[src/design/qost_pkg.sv]
// shared types, widths and codes of the quote order state table
// no dependencies
package qost_pkg;

  // table geometry
  localparam int unsigned TICKER_COUNT = 8;
  localparam int unsigned SIDE_COUNT   = 2;
  localparam int unsigned TICK_AW      = (TICKER_COUNT > 1) ? $clog2(TICKER_COUNT) : 1;

  // field widths
  localparam int unsigned TICKER_W = 3;
  localparam int unsigned PRICE_W  = 32;
  localparam int unsigned QTY_W    = 32;
  localparam int unsigned ID_W     = 32;
  localparam int unsigned CLIENT_W = 16;
  localparam int unsigned RTYPE_W  = 3;

  // queue between front and back
  localparam int unsigned QUEUE_DEPTH = 2;
  localparam int unsigned QPTR_W      = (QUEUE_DEPTH > 1) ? $clog2(QUEUE_DEPTH) : 1;
  localparam int unsigned QCNT_W      = $clog2(QUEUE_DEPTH + 1);

  // single-bit codes
  localparam logic OP_MOVE    = 1'b0;
  localparam logic OP_UPDATE  = 1'b1;
  localparam logic SIDE_BUY   = 1'b0;
  localparam logic SIDE_SELL  = 1'b1;
  localparam logic REQ_NEW    = 1'b0;
  localparam logic REQ_CANCEL = 1'b1;

  typedef logic [TICK_AW-1:0] tick_t;

  typedef enum logic [2:0] {
    ENT_INVALID     = 3'd0,
    ENT_PEND_NEW    = 3'd1,
    ENT_LIVE        = 3'd2,
    ENT_PEND_CANCEL = 3'd3,
    ENT_DEAD        = 3'd4
  } entry_status_e;

  typedef enum logic [RTYPE_W-1:0] {
    RESP_ACCEPTED   = 3'd0,
    RESP_CANCELED   = 3'd1,
    RESP_FILLED     = 3'd2,
    RESP_CXL_REJECT = 3'd3,
    RESP_INVALID    = 3'd4
  } resp_type_e;

  // what an exchange update does to its entry
  typedef enum logic [1:0] {
    UPD_NONE = 2'd0,
    UPD_LIVE = 2'd1,
    UPD_DEAD = 2'd2,
    UPD_FILL = 2'd3
  } upd_action_e;

  // classified word held in the queue
  typedef struct packed {
    logic                                is_update;
    tick_t                               ticker;
    logic [SIDE_COUNT-1:0][PRICE_W-1:0]  price;
    logic [SIDE_COUNT-1:0]               px_valid;
    logic [SIDE_COUNT-1:0]               risk_ok;
    logic [QTY_W-1:0]                    clip;
    upd_action_e                         action;
    logic                                side;
    logic [QTY_W-1:0]                    leaves;
  } qost_item_t;

  // queue status seen by front and back
  typedef struct packed {
    logic full;
    logic head_valid;
  } q_stat_t;

  // per-side decision of a move
  typedef struct packed {
    logic emit;
    logic cancel;
  } side_dec_t;

endpackage

[src/design/qost_ram.sv]
// generic simple dual-port ram, one write and one registered read port
// no dependencies
module qost_ram #(
  parameter int unsigned WIDTH = 32,
  parameter int unsigned DEPTH = 8,
  localparam int unsigned AW = (DEPTH > 1) ? $clog2(DEPTH) : 1
) (
  input  logic             clk_i,
  input  logic             we_i,
  input  logic [AW-1:0]    waddr_i,
  input  logic [WIDTH-1:0] wdata_i,
  input  logic [AW-1:0]    raddr_i,
  output logic [WIDTH-1:0] rdata_o
);

  logic [WIDTH-1:0] mem_q [DEPTH];

  // write port
  always_ff @(posedge clk_i) begin
    if (we_i) begin
      mem_q[waddr_i] <= wdata_i;
    end
  end

  // registered read, old data on a same-address write
  always_ff @(posedge clk_i) begin
    rdata_o <= mem_q[raddr_i];
  end

endmodule

[src/design/qost_queue.sv]
// short fifo of classified words between front and back
// depends on qost_pkg
module qost_queue import qost_pkg::*; (
  input  logic       clk_i,
  input  logic       rst_ni,
  input  logic       push_i,
  input  qost_item_t push_item_i,
  input  logic       pop_i,
  output q_stat_t    stat_o,
  output qost_item_t head_o
);

  qost_item_t          slot_q [QUEUE_DEPTH];
  logic [QPTR_W-1:0]   wr_ptr_q, wr_ptr_d;
  logic [QPTR_W-1:0]   rd_ptr_q, rd_ptr_d;
  logic [QCNT_W-1:0]   count_q, count_d;
  logic                do_push, do_pop;

  assign stat_o.full       = (count_q == QCNT_W'(QUEUE_DEPTH));
  assign stat_o.head_valid = (count_q != '0);
  assign head_o            = slot_q[rd_ptr_q];

  assign do_push = push_i && !stat_o.full;
  assign do_pop  = pop_i && stat_o.head_valid;

  // pointer and fill count update
  always_comb begin
    wr_ptr_d = wr_ptr_q;
    rd_ptr_d = rd_ptr_q;
    count_d  = count_q;
    if (do_push) begin
      wr_ptr_d = (wr_ptr_q == QPTR_W'(QUEUE_DEPTH - 1)) ? '0 : wr_ptr_q + QPTR_W'(1);
    end
    if (do_pop) begin
      rd_ptr_d = (rd_ptr_q == QPTR_W'(QUEUE_DEPTH - 1)) ? '0 : rd_ptr_q + QPTR_W'(1);
    end
    if (do_push && !do_pop) begin
      count_d = count_q + QCNT_W'(1);
    end else if (do_pop && !do_push) begin
      count_d = count_q - QCNT_W'(1);
    end
  end

  always_ff @(posedge clk_i or negedge rst_ni) begin
    if (!rst_ni) begin
      wr_ptr_q <= '0;
      rd_ptr_q <= '0;
      count_q  <= '0;
    end else begin
      wr_ptr_q <= wr_ptr_d;
      rd_ptr_q <= rd_ptr_d;
      count_q  <= count_d;
    end
  end

  // storage slots
  always_ff @(posedge clk_i) begin
    if (do_push) begin
      slot_q[wr_ptr_q] <= push_item_i;
    end
  end

endmodule

[src/design/qost_front.sv]
// front end: accepts input words, drops out-of-range tickers, decodes updates
// depends on qost_pkg
module qost_front import qost_pkg::*; (
  input  logic                in_valid_i,
  output logic                in_stall_o,
  input  logic                operation_i,
  input  logic [TICKER_W-1:0] ticker_i,
  input  logic [PRICE_W-1:0]  bid_price_i,
  input  logic                bid_valid_i,
  input  logic [PRICE_W-1:0]  ask_price_i,
  input  logic                ask_valid_i,
  input  logic [QTY_W-1:0]    clip_i,
  input  logic                bid_risk_ok_i,
  input  logic                ask_risk_ok_i,
  input  logic [RTYPE_W-1:0]  response_type_i,
  input  logic                response_side_i,
  input  logic [QTY_W-1:0]    leaves_qty_i,
  input  q_stat_t             q_stat_i,
  output logic                push_o,
  output qost_item_t          item_o
);

  logic in_range;

  // stall only on a full queue
  assign in_stall_o = q_stat_i.full;

  // an out-of-range ticker is taken and dropped
  assign in_range = (32'(ticker_i) < TICKER_COUNT);
  assign push_o   = in_valid_i && !q_stat_i.full && in_range;

  // build the queue word, sides gathered into lanes
  always_comb begin
    item_o.is_update  = (operation_i == OP_UPDATE);
    item_o.ticker     = TICK_AW'(ticker_i);
    item_o.price[0]   = bid_price_i;
    item_o.price[1]   = ask_price_i;
    item_o.px_valid   = {ask_valid_i, bid_valid_i};
    item_o.risk_ok    = {ask_risk_ok_i, bid_risk_ok_i};
    item_o.clip       = clip_i;
    item_o.side       = response_side_i;
    item_o.leaves     = leaves_qty_i;
    case (resp_type_e'(response_type_i))
      RESP_ACCEPTED: item_o.action = UPD_LIVE;
      RESP_CANCELED: item_o.action = UPD_DEAD;
      RESP_FILLED:   item_o.action = UPD_FILL;
      default:       item_o.action = UPD_NONE;
    endcase
  end

endmodule

[src/design/qost_back.sv]
// back end: entry table, order-id counter, request sequencing and result register
// depends on qost_pkg and qost_ram
module qost_back import qost_pkg::*; (
  input  logic                clk_i,
  input  logic                rst_ni,
  input  logic                cfg_we_i,
  input  logic [CLIENT_W-1:0] cfg_wdata_i,
  input  q_stat_t             q_stat_i,
  input  qost_item_t          head_i,
  output logic                pop_o,
  output logic                out_valid_o,
  input  logic                out_stall_i,
  output logic                request_kind_o,
  output logic [CLIENT_W-1:0] request_client_o,
  output logic [TICKER_W-1:0] request_ticker_o,
  output logic [ID_W-1:0]     request_order_id_o,
  output logic                request_side_o,
  output logic [PRICE_W-1:0]  request_price_o,
  output logic [QTY_W-1:0]    request_qty_o,
  output logic                last_o
);

  typedef enum logic [2:0] {
    S_IDLE = 3'b001,
    S_BUY  = 3'b010,
    S_SELL = 3'b100
  } back_state_e;

  back_state_e         state_q, state_d;
  qost_item_t          item_q, item_d;
  logic [ID_W-1:0]     next_id_q, next_id_d;
  logic [CLIENT_W-1:0] client_q;
  entry_status_e       status_q [TICKER_COUNT][SIDE_COUNT];

  // entry store ports
  tick_t                    rd_addr, wr_addr;
  logic [SIDE_COUNT-1:0]    idp_we, qty_we;
  logic [ID_W+PRICE_W-1:0]  idp_wdata;
  logic [QTY_W-1:0]         qty_wdata;
  logic [ID_W+PRICE_W-1:0]  idp_rdata [SIDE_COUNT];
  logic [QTY_W-1:0]         qty_rdata [SIDE_COUNT];
  logic [ID_W-1:0]          st_id [SIDE_COUNT];
  logic [PRICE_W-1:0]       st_px [SIDE_COUNT];

  // status write port
  logic          st_we, st_ws;
  entry_status_e st_wv;

  side_dec_t dec [SIDE_COUNT];
  side_dec_t cur_dec;
  logic      cur, out_free, fire, advance, chain;

  // one id/price ram and one quantity ram per side, addressed by ticker
  for (genvar s = 0; s < SIDE_COUNT; s++) begin : g_side
    qost_ram #(
      .WIDTH(ID_W + PRICE_W),
      .DEPTH(TICKER_COUNT)
    ) u_idp_ram (
      .clk_i  (clk_i),
      .we_i   (idp_we[s]),
      .waddr_i(wr_addr),
      .wdata_i(idp_wdata),
      .raddr_i(rd_addr),
      .rdata_o(idp_rdata[s])
    );

    qost_ram #(
      .WIDTH(QTY_W),
      .DEPTH(TICKER_COUNT)
    ) u_qty_ram (
      .clk_i  (clk_i),
      .we_i   (qty_we[s]),
      .waddr_i(wr_addr),
      .wdata_i(qty_wdata),
      .raddr_i(rd_addr),
      .rdata_o(qty_rdata[s])
    );
  end

  // both sides decided from the same read, so the buy request knows if it is last
  always_comb begin
    for (int s = 0; s < SIDE_COUNT; s++) begin
      st_px[s] = idp_rdata[s][PRICE_W-1:0];
      st_id[s] = idp_rdata[s][ID_W+PRICE_W-1:PRICE_W];
      dec[s].cancel = (status_q[item_q.ticker][s] == ENT_LIVE) &&
                      (!item_q.px_valid[s] || (st_px[s] != item_q.price[s]) ||
                       (qty_rdata[s] != item_q.clip));
      dec[s].emit = dec[s].cancel ||
                    ((status_q[item_q.ticker][s] inside {ENT_INVALID, ENT_DEAD}) &&
                     item_q.px_valid[s] && item_q.risk_ok[s]);
    end
  end

  assign cur      = (state_q == S_SELL);
  assign cur_dec  = dec[cur];
  assign out_free = !out_valid_o || !out_stall_i;
  assign chain    = q_stat_i.head_valid && !head_i.is_update &&
                    (head_i.ticker != item_q.ticker);

  // sequencer
  always_comb begin
    state_d   = state_q;
    item_d    = item_q;
    next_id_d = next_id_q;
    pop_o     = 1'b0;
    rd_addr   = item_q.ticker;
    wr_addr   = item_q.ticker;
    idp_we    = '0;
    qty_we    = '0;
    idp_wdata = {next_id_q, item_q.price[cur]};
    qty_wdata = item_q.clip;
    st_we     = 1'b0;
    st_ws     = cur;
    st_wv     = ENT_PEND_NEW;
    fire      = 1'b0;
    advance   = 1'b0;
    case (state_q)
      S_IDLE: begin
        if (q_stat_i.head_valid) begin
          pop_o = 1'b1;
          if (head_i.is_update) begin
            // exchange update, done in place
            wr_addr   = head_i.ticker;
            st_ws     = head_i.side;
            qty_wdata = head_i.leaves;
            case (head_i.action)
              UPD_LIVE: begin
                st_we = 1'b1;
                st_wv = ENT_LIVE;
              end
              UPD_DEAD: begin
                st_we = 1'b1;
                st_wv = ENT_DEAD;
              end
              UPD_FILL: begin
                qty_we[head_i.side] = 1'b1;
                if (head_i.leaves == '0) begin
                  st_we = 1'b1;
                  st_wv = ENT_DEAD;
                end
              end
              default: ;
            endcase
          end else begin
            // move: read both sides of the ticker
            rd_addr = head_i.ticker;
            item_d  = head_i;
            state_d = S_BUY;
          end
        end
      end
      S_BUY, S_SELL: begin
        if (cur_dec.emit && out_free) begin
          fire  = 1'b1;
          st_we = 1'b1;
          if (cur_dec.cancel) begin
            st_wv = ENT_PEND_CANCEL;
          end else begin
            st_wv       = ENT_PEND_NEW;
            idp_we[cur] = 1'b1;
            qty_we[cur] = 1'b1;
            next_id_d   = next_id_q + ID_W'(1);
          end
        end
        advance = !cur_dec.emit || out_free;
        if (advance) begin
          if ((state_q == S_BUY) && dec[1].emit) begin
            state_d = S_SELL;
          end else if (chain) begin
            // next move on another ticker starts without an idle read cycle
            pop_o   = 1'b1;
            rd_addr = head_i.ticker;
            item_d  = head_i;
            state_d = S_BUY;
          end else begin
            state_d = S_IDLE;
          end
        end
      end
      default: state_d = S_IDLE;
    endcase
  end

  // control state
  always_ff @(posedge clk_i or negedge rst_ni) begin
    if (!rst_ni) begin
      state_q   <= S_IDLE;
      next_id_q <= ID_W'(1);
      client_q  <= '0;
    end else begin
      state_q   <= state_d;
      next_id_q <= next_id_d;
      if (cfg_we_i) begin
        client_q <= cfg_wdata_i;
      end
    end
  end

  // entry status, cleared to invalid at reset
  always_ff @(posedge clk_i or negedge rst_ni) begin
    if (!rst_ni) begin
      for (int t = 0; t < TICKER_COUNT; t++) begin
        for (int s = 0; s < SIDE_COUNT; s++) begin
          status_q[t][s] <= ENT_INVALID;
        end
      end
    end else if (st_we) begin
      status_q[wr_addr][st_ws] <= st_wv;
    end
  end

  // current move word
  always_ff @(posedge clk_i) begin
    item_q <= item_d;
  end

  // result register valid
  always_ff @(posedge clk_i or negedge rst_ni) begin
    if (!rst_ni) begin
      out_valid_o <= 1'b0;
    end else if (fire) begin
      out_valid_o <= 1'b1;
    end else if (!out_stall_i) begin
      out_valid_o <= 1'b0;
    end
  end

  // result register payload
  always_ff @(posedge clk_i) begin
    if (fire) begin
      request_kind_o     <= cur_dec.cancel ? REQ_CANCEL : REQ_NEW;
      request_client_o   <= client_q;
      request_ticker_o   <= TICKER_W'(item_q.ticker);
      request_order_id_o <= cur_dec.cancel ? st_id[cur] : next_id_q;
      request_side_o     <= cur;
      request_price_o    <= cur_dec.cancel ? st_px[cur] : item_q.price[cur];
      request_qty_o      <= cur_dec.cancel ? qty_rdata[cur] : item_q.clip;
      last_o             <= cur || !dec[1].emit;
    end
  end

endmodule

[src/design/quote_order_state_table_unit.sv]
// Path: with the back end idle, a move is read from the queue in the idle state and its buy
// request is registered from the buy state, a sell-only request from the sell state; output
// stalls delay both. Sequencing: an update is done in the idle state as it is popped; a move
// takes a read in the idle state, the buy state, and the sell state only when the sell side
// issues a request. Back-to-back moves on different tickers skip the idle read state.
// Reset: async active low; all entries invalid, next order id one, client id zero.
module quote_order_state_table_unit import qost_pkg::*; (
  input  logic                clk_i,
  input  logic                rst_ni,
  input  logic                cfg_we_i,
  input  logic [CLIENT_W-1:0] cfg_wdata_i,
  input  logic                in_valid_i,
  output logic                in_stall_o,
  input  logic                operation_i,
  input  logic [TICKER_W-1:0] ticker_i,
  input  logic [PRICE_W-1:0]  bid_price_i,
  input  logic                bid_valid_i,
  input  logic [PRICE_W-1:0]  ask_price_i,
  input  logic                ask_valid_i,
  input  logic [QTY_W-1:0]    clip_i,
  input  logic                bid_risk_ok_i,
  input  logic                ask_risk_ok_i,
  input  logic [RTYPE_W-1:0]  response_type_i,
  input  logic                response_side_i,
  input  logic [QTY_W-1:0]    leaves_qty_i,
  output logic                out_valid_o,
  input  logic                out_stall_i,
  output logic                request_kind_o,
  output logic [CLIENT_W-1:0] request_client_o,
  output logic [TICKER_W-1:0] request_ticker_o,
  output logic [ID_W-1:0]     request_order_id_o,
  output logic                request_side_o,
  output logic [PRICE_W-1:0]  request_price_o,
  output logic [QTY_W-1:0]    request_qty_o,
  output logic                last_o
);

  q_stat_t    q_stat;
  qost_item_t push_item, head_item;
  logic       push, pop;

  // front: accept and classify
  qost_front u_front (
    .in_valid_i     (in_valid_i),
    .in_stall_o     (in_stall_o),
    .operation_i    (operation_i),
    .ticker_i       (ticker_i),
    .bid_price_i    (bid_price_i),
    .bid_valid_i    (bid_valid_i),
    .ask_price_i    (ask_price_i),
    .ask_valid_i    (ask_valid_i),
    .clip_i         (clip_i),
    .bid_risk_ok_i  (bid_risk_ok_i),
    .ask_risk_ok_i  (ask_risk_ok_i),
    .response_type_i(response_type_i),
    .response_side_i(response_side_i),
    .leaves_qty_i   (leaves_qty_i),
    .q_stat_i       (q_stat),
    .push_o         (push),
    .item_o         (push_item)
  );

  // decoupling queue
  qost_queue u_queue (
    .clk_i      (clk_i),
    .rst_ni     (rst_ni),
    .push_i     (push),
    .push_item_i(push_item),
    .pop_i      (pop),
    .stat_o     (q_stat),
    .head_o     (head_item)
  );

  // back: table and requests
  qost_back u_back (
    .clk_i             (clk_i),
    .rst_ni            (rst_ni),
    .cfg_we_i          (cfg_we_i),
    .cfg_wdata_i       (cfg_wdata_i),
    .q_stat_i          (q_stat),
    .head_i            (head_item),
    .pop_o             (pop),
    .out_valid_o       (out_valid_o),
    .out_stall_i       (out_stall_i),
    .request_kind_o    (request_kind_o),
    .request_client_o  (request_client_o),
    .request_ticker_o  (request_ticker_o),
    .request_order_id_o(request_order_id_o),
    .request_side_o    (request_side_o),
    .request_price_o   (request_price_o),
    .request_qty_o     (request_qty_o),
    .last_o            (last_o)
  );

endmodule

[config.mk]
export PLATFORM = sky130hd
export DESIGN_NAME = quote_order_state_table_unit
export DESIGN_NICKNAME = d
export VERILOG_FILES = /design/src/design/qost_pkg.sv /design/src/design/qost_ram.sv /design/src/design/qost_queue.sv /design/src/design/qost_front.sv /design/src/design/qost_back.sv /design/src/design/quote_order_state_table_unit.sv
export SDC_FILE = /design/constraint.sdc
export NUM_CORES = 2
export LEC_CHECK = 0
export BUFFER_PORTS_ARGS = -buffer_cell sky130_fd_sc_hd__buf_2
export CORE_AREA = 4 4 410 412
export DETAILED_ROUTE_END_ITERATION = 10
export DIE_AREA = 0 0 414 416
export PLACE_DENSITY = 0.71
export SKIP_LAST_GASP = 1
export SYNTH_ARGS = -nofsm -noshare
export SYNTH_HDL_FRONTEND = slang
export SYNTH_HIERARCHICAL = 1
export SYNTH_SLANG_ARGS = --single-unit
export TNS_END_PERCENT = 1
[constraint.sdc]
create_clock -name clk_i -period 11.94 [get_ports clk_i]
set_input_delay 1.194 -clock clk_i [delete_from_list [all_inputs] [get_ports clk_i]]
set_output_delay 1.194 -clock clk_i [all_outputs]
set_load 0.05 [all_outputs]
# ---- Word-level counts from Yosys, hierarchy flattened
# Memory sizes are Yosys's and may differ from the RTL's. A register that Yosys moved wholly into a read port is not among the register bits.
# Cells that the tools add are included.
dict set report totals {
  ff_bits 325
  ramBits 1814
  output_inout_bits 120
  elab_cells 238
  n_memories 5
}
dict set report op_classes {
  addsub 5
  order_cmp 10
  eq_ne 24
  muxes 100
  bitwise 5
  n_reduce_logical 52
}
# name depth word_bits rd rd_ports_with_merged_regs write_ports line_no
set mem_list {}
lappend mem_list {{u_back.g_side[0].u_idp_ram.mem_q} 8 64 1 1 1 qost_ram.sv:16} ;# logic [WIDTH-1:0] mem_q [DEPTH];
lappend mem_list {{u_back.g_side[1].u_idp_ram.mem_q} 8 64 1 1 1 qost_ram.sv:16}
lappend mem_list {u_queue.slot_q 2 139 1 0 1 qost_queue.sv:13} ;# qost_item_t slot_q [QUEUE_DEPTH];
lappend mem_list {{u_back.g_side[0].u_qty_ram.mem_q} 8 32 1 1 1 qost_ram.sv:16}
lappend mem_list {{u_back.g_side[1].u_qty_ram.mem_q} 8 32 1 1 1 qost_ram.sv:16}
# cell count
set ops {}
lappend ops {{2-to-1 mux 138 bit} 5}
lappend ops {{2-to-1 mux 32 bit} 17}
lappend ops {{case mux 138 bit (2 select lines)} 1}
lappend ops {{inequality test 32 bit} 4}
lappend ops {{2-to-1 mux 3 bit} 17}
lappend ops {{bitwise mux 48 bit} 1}
lappend ops {{adder 32 x 1 -> 32 bit, second input constant} 1}
lappend ops {{zero test 32 bit} 1}
lappend ops {{2-to-1 mux 1 bit} 29}
lappend ops {{2-to-1 mux 2 bit} 13}
lappend ops {{logical AND 1 bit} 19}
lappend ops {{binary-select mux 6 bit (select 3 bit)} 1}
lappend ops {{demux 6 bit (select 3 bit)} 1}
lappend ops {{2-to-1 mux 6 bit} 3}
lappend ops {{case mux 3 bit (2 select lines)} 3}
lappend ops {{equality test 3 x 2 -> 1 bit, second input constant} 4}
lappend ops {{zero test 1 bit} 10}
lappend ops {{nonzero test 2 bit} 5}
lappend ops {{equality test 3 bit, second input constant} 3}
lappend ops {{zero test 3 bit} 3}
lappend ops {{logical OR 1 bit} 9}
lappend ops {{case mux 3 bit (3 select lines)} 1}
lappend ops {{>= comparator 4 bit, second input constant} 2}
lappend ops {{inequality test 2 x 1 -> 1 bit, second input constant} 4}
lappend ops {{24 further kinds} 39}

# ---- Depth between registers and ports, before layout
dict set report logic_depth {
  ltp_word 20
  depth_mapped 15
  mapped_depth_nobuf 14
}

# ---- Modules after synthesis
# Netlist, hierarchy kept.
# mod instances cells_each area_each_um2
set modules_own_cells {}
lappend modules_own_cells {{qost_ram (u_back.g_side[0].u_idp_ram ...)} 2 816 20547.2}
lappend modules_own_cells {{qost_ram (u_back.g_side[0].u_qty_ram ...)} 2 415 10466.3}
lappend modules_own_cells {qost_back 1 1523 16090.4}
lappend modules_own_cells {qost_queue 1 452 10645.2}
lappend modules_own_cells {qost_front 1 142 1058.5}

# ---- Least setup slack after synthesis
# No wires, ideal clock.
dict set report synth_path {
  path_kind {register to register}
  startpoint {register u_back/item_q[135] (netlist name)}
  endpoint {register u_back/item_q[100] (netlist name) (enable)}
  setup_time_ps 692
  t_arrival_ps 9151
  setup_slack_ps 2097
  path_stages_with_launch 11
  n_path_buf 1
  path_cell_list {edfxtp_1 buf_6 mux4_2 mux2i_1 a41oi_1 a311o_1 o311ai_0 a21oi_1 o21ai_0 a21oi_1 nor3_1}
}
dict set report synth_via {
  elab_chain_len 16
}
# item line_no
set synth_rtl {}
lappend synth_rtl {{from (decl)} qost_back.sv:30} ;# qost_item_t item_q, item_d;
lappend synth_rtl {{from (signal assigned)} qost_back.sv:214} ;# item_q <= item_d;
lappend synth_rtl {{NOT 3 -> 4 bit (implied by the code)} {qost_back.sv:85, qost_back.sv:89}}
lappend synth_rtl {{binary-select mux 6 bit (select 3 bit)} {qost_back.sv:85, qost_back.sv:89}}
lappend synth_rtl {{2-to-1 mux 6 bit (implied by the code) (2 in a row)} {qost_back.sv:85, qost_back.sv:89}}
lappend synth_rtl {{equality test 3 bit / zero test 3 bit (equally long branches)} qost_back.sv:89} ;# ((status_q[item_q.ticker][s] inside {ENT_INVALID, ENT_DEAD}) &&
lappend synth_rtl {{nonzero test 2 bit} qost_back.sv:89}
lappend synth_rtl {{logical AND 1 bit} qost_back.sv:89}
lappend synth_rtl {{logical AND 1 bit} qost_back.sv:90} ;# item_q.px_valid[s] && item_q.risk_ok[s]);
lappend synth_rtl {{logical OR 1 bit} qost_back.sv:88} ;# dec[s].emit = dec[s].cancel ||
lappend synth_rtl {{2-to-1 mux 2 bit (implied by the code) (3 in a row)} qost_back.sv:95} ;# assign cur_dec = dec[cur];
lappend synth_rtl {{zero test 1 bit} qost_back.sv:165} ;# advance = !cur_dec.emit || out_free;
lappend synth_rtl {{logical OR 1 bit} qost_back.sv:165}
lappend synth_rtl {{inequality test 2 x 1 -> 1 bit (no line)} -}
lappend synth_rtl {{AND reduction 6 bit (no line) *} -}
# Every way passes the cells marked *; elsewhere a longest branch is shown, timed or not. The select of a mux whose other input is x is not followed.
# A chain may end at the register's enable or synchronous reset.

# ---- Worst setup path after layout
dict set report layout_path {
  startpoint {register u_back/item_q[100] (netlist name)}
  endpoint {register u_back.g_side[1].u_qty_ram.rdata_o[31], read port of u_back.g_side[1].u_qty_ram.mem_q}
}
dict set report layout_via {
  elab_chain_len 12
}
# item line_no
set layout_rtl {}
lappend layout_rtl {{inequality test 32 bit} qost_back.sv:86} ;# (!item_q.px_valid[s] || (st_px[s] != item_q.price[s]) ||
lappend layout_rtl {{logical OR 1 bit (2 in a row)} qost_back.sv:86}
lappend layout_rtl {{logical AND 1 bit} qost_back.sv:85} ;# dec[s].cancel = (status_q[item_q.ticker][s] == ENT_LIVE) &&
lappend layout_rtl {{logical OR 1 bit} qost_back.sv:88}
lappend layout_rtl {{2-to-1 mux 2 bit (implied by the code) (3 in a row)} qost_back.sv:95}
lappend layout_rtl {{zero test 1 bit} qost_back.sv:165}
lappend layout_rtl {{logical OR 1 bit} qost_back.sv:165}
lappend layout_rtl {{2-to-1 mux 3 bit} qost_back.sv:166} ;# if (advance) begin
lappend layout_rtl {{case mux 3 bit (2 select lines)} qost_back.sv:117} ;# case (state_q)
lappend layout_rtl {{net u_back.rd_addr[0]} qost_back.sv:36} ;# tick_t rd_addr, wr_addr;
lappend layout_rtl {{to (decl)} qost_ram.sv:13} ;# output logic [WIDTH-1:0] rdata_o
# The timed path passes the listed nets, and every way through them passes these cells. The select of a mux whose other input is x is not followed.

==> flow_summary_export.csv <==
group,metric,value,unit
run_status,status,"finished clean",
logic_synthesis,synthTopCellsByCount,"edfxtp_1, nand2_1, mux4_2",
logic_synthesis,synth_edf_count,2035,
sta,report.final.slew_viol_count,0,
final_layout,multi_input_area,20200,sq um
final_layout,final_nets,5004,
final_layout,areaGrowthSynthToFinish,11.7,%
floorplanning,row_count,149,
grt,grt_pass1_vias,44000,
placed_design,postPlaceCellArea,92800,sq um
power,power,25.2,mW
floorplanning,start_util,0.546,
sta,fin_hold_ws,320,ps
final_layout,drive_gt1_frac,0.292,
cts,cts_resized,0,
cts,postCtsSetupRepairBufs,0,
drt,drtIter0Drc,4885,
grt,grtUsageTotal,0.244,
power,peakVddDrop,0.000250,V
grt,grt_max_degree,127,
logic_synthesis,ys_seq_elements,2331,
drt,drc,0,
setup_path,reg2reg_depth,12,
floorplanning,die_w,414,um
sta,slew_headroom,0.0819,
final_layout,post-route-util,0.610,
setup_path,critical_path_peak_fanout,71,
placed_design,globalplace.congestion,0.895,
placed_design,dp_hpwl,122,mm
cts,cts_tree,"built",
setup_path,reg2reg_from,"u_back/item_q[100]$_DFFE_PP_",
logic_synthesis,synth-compound-area-share,0.0108,
logic_synthesis,synth_top_family_by_area,"multiplexers",
cts,ctsHoldBuffers,0,
run,drv_cap,0,
setup_path,critPathLaunch,"u_back/item_q[100]$_DFFE_PP_",
floorplanning,die_h,416,um
cts,cts_buffer_depth,3,
logic_synthesis,yosys.area_share.xor_xnor,0.0138,
placed_design,dp_slack,5470,ps
cts,cts.sinks,2331,
logic_synthesis,synth_top_area_frac,0.680,
placed_design,placed_cells,6800,
sta,fmax,154,MHz
logic_synthesis,synth.most_common_cell,"edfxtp_1",
setup_path,reg2reg_to,"u_back/g_side[1].u_qty_ram/rdata_o[31]$_DFF_P_",
setup_path,r2r_slack,5450,ps
logic_synthesis,syn_avg_cell_area,19.6,sq um
sta,tightest_slew,1370,ps
grt,grt_antenna_before_repair,6,
logic_synthesis,syn_area,89800,sq um
final_layout,design_area,100000,sq um
drt,vias_per_cell,6.05,
logic_synthesis,postSynth.asyncResetShare,0.0446,
cts,numCtsBuffers,225,
logic_synthesis,synth_mux_area_frac,0.158,
logic_synthesis,synth-simple-area-share,0.0385,
logic_synthesis,netlist_instances,4579,
floorplanning,core_area,164000,sq um
drt,vias,43700,
sta,grt_setup_unrepaired,"false",
drt,routed_wl,212,mm
grt,grt_pass1_wl,306,mm
sta,setup_tns,0,ps
sta,fin_crit,6490,ps
cts,cts-root-buf,"clkbuf_16",
hold_path,hold_class,"primary input to async pin",
power,power.density,251,nW/um^2
setup_path,crit_type,"flip-flop to flip-flop",
setup_path,cp.arrival,7210,ps
sta,hold_viol,0,
sta,fin_ws,5450,ps
power,p_leak,33.5,nW
sta,final-setup-viol-count,0,
cts,clk_pin_slew_worst_paths,60,ps
logic_synthesis,synth_fa_ha_area_frac,0.000696,
logic_synthesis,synthesis.nets,4745,
setup_path,worstSetupStartpointType,"flip-flop",
final_layout,regArea,67600,sq um
final_layout,fill_cells,11400,
logic_synthesis,ys_seq_area_frac,0.752,
drt,antenna_left,0,
grt,grt_overflow,0,
placed_design,port_buffers,280,
setup_path,endpoint_kind,"flip-flop",
floorplanning,boundaryPins,281,
setup_path,crit_end,"u_back/g_side[1].u_qty_ram/rdata_o[31]$_DFF_P_",
final_layout,instances_no_fill,7229,
drt,wl_per_cell,29.3,um
cts,htreeDepth,4,
floorplanning,dieArea,172000,sq um
logic_synthesis,yosysWarnings,6,
setup_path,critPathRequiredTime,12660,ps
cts,clock_latency,860,ps
logic_synthesis,ys_top_cells_by_area,"edfxtp_1, mux4_2, dfxtp_1",
drt,first_pass_iters,5,
sta,skew,40.6,ps
logic_synthesis,yosysTopAreaCell,"edfxtp_1",
logic_synthesis,ys.flop_type,"edfxtp_1",
logic_synthesis,synth.distinct_cells,65,
sta,layout_worst_path_cycle_share,0.544,
==> kinds of logic after synthesis <==
| group | count (synthesis) |
|---|---|
| flops | 2331 |
| xor+xnor | 142 |
| mux | 808 |
| simple gates | 773 |
| buf+inv | 372 |
| compound gates | 148 |
| fa+ha+maj | 5 |
==> layout by cell type, fill, tap and decap left out, types with 26 or more instances in the layout <==
cell type  count
nand2_1      411
clkbuf_8      29
buf_2        279
clkinv_1      33
mux4_2       312
inv_1         38
nor4_1        33
mux2_4       103
clkinv_2      30
mux4_1        80
clkbuf_1      60
buf_4         82
mux2_2       292
edfxtp_1    2035
nor2_1       127
nor2_4        26
xor2_1        45
xnor2_1       97
nand4_1       36
dfrtp_1      101
a31oi_1       98
nand2b_1      45
dfxtp_1      192
clkbuf_16    227
==> flip-flops by register name, summed over array words and instances, names as in the netlist, 48 cells and up <==
signal / count
u_back/g_side.u_idp_ram/mem_q: 1024
u_back/g_side.u_idp_ram/rdata_o: 128
u_back/g_side.u_qty_ram/mem_q: 512
u_back/g_side.u_qty_ram/rdata_o: 64
u_back/item_q: 103
u_queue/slot_q: 278
u_back/status_q: 48
==> routing by layer <==
layer / track usage / share of wire / vias to the layer above
li1: - / - / 18500
met1: 0.324 / 0.38 / 22900
met4: 0.110 / 0.049 / 0
met3: 0.0389 / 0.071 / 435
met2: 0.404 / 0.50 / 1903
met5: 0 / 0 / -
==> how the worst min path moves through the flow <==
stage	start	end	slack (ps)
4_1_cts	rst_ni	u_back/client_q[11]$_DFFE_PN0P_	270
3_3_place_gp	u_back/client_q[2]$_DFFE_PN0P_	u_back/request_client_o[2]$_DFFE_PP_	430
2_1_floorplan	u_back/client_q[0]$_DFFE_PN0P_	u_back/request_client_o[0]$_DFFE_PP_	420
5_1_grt	rst_ni	u_back/client_q[11]$_DFFE_PN0P_	320
6_report	rst_ni	u_back/client_q[13]$_DFFE_PN0P_	320
3_5_place_dp	u_back/client_q[5]$_DFFE_PN0P_	u_back/request_client_o[5]$_DFFE_PP_	430
==> critical path: stages, from the launching register on <==
cell	delay, ps
edfxtp_1	470
xnor2_1	530
o221ai_1	350
nor4_1	660
nand4_1	320
o311ai_0	440
a21oi_1	200
nor4_1	320
o31a_1	330
mux2_8	770
buf_4	890
mux4_1	670
mux2_2	270
==> power breakdown <==
| group | switching, mW | internal (mW) |
|---|---|---|
| clock | 3.03 | 4.15 |
| sequential | 0.653 | 10.5 |
| combinational | 3.97 | 2.85 |
| total | 7.66 | 17.5 |
==> cell type report <==
| cell class | count | area share |
|---|---|---|
| flip-flops and latches | 2331 | 0.673 |
| multi-input cells | 1876 | 0.202 |
| clock buffers | 316 | 0.0628 |
| well taps | 2189 | 0.0273 |
| repair buffers | 364 | 0.0206 |
| clock inverters | 112 | 0.0129 |
| inverters | 40 | 0.00160 |
| diodes | 1 | 0.0000249 |
Power figures use the tool's default switching activity.
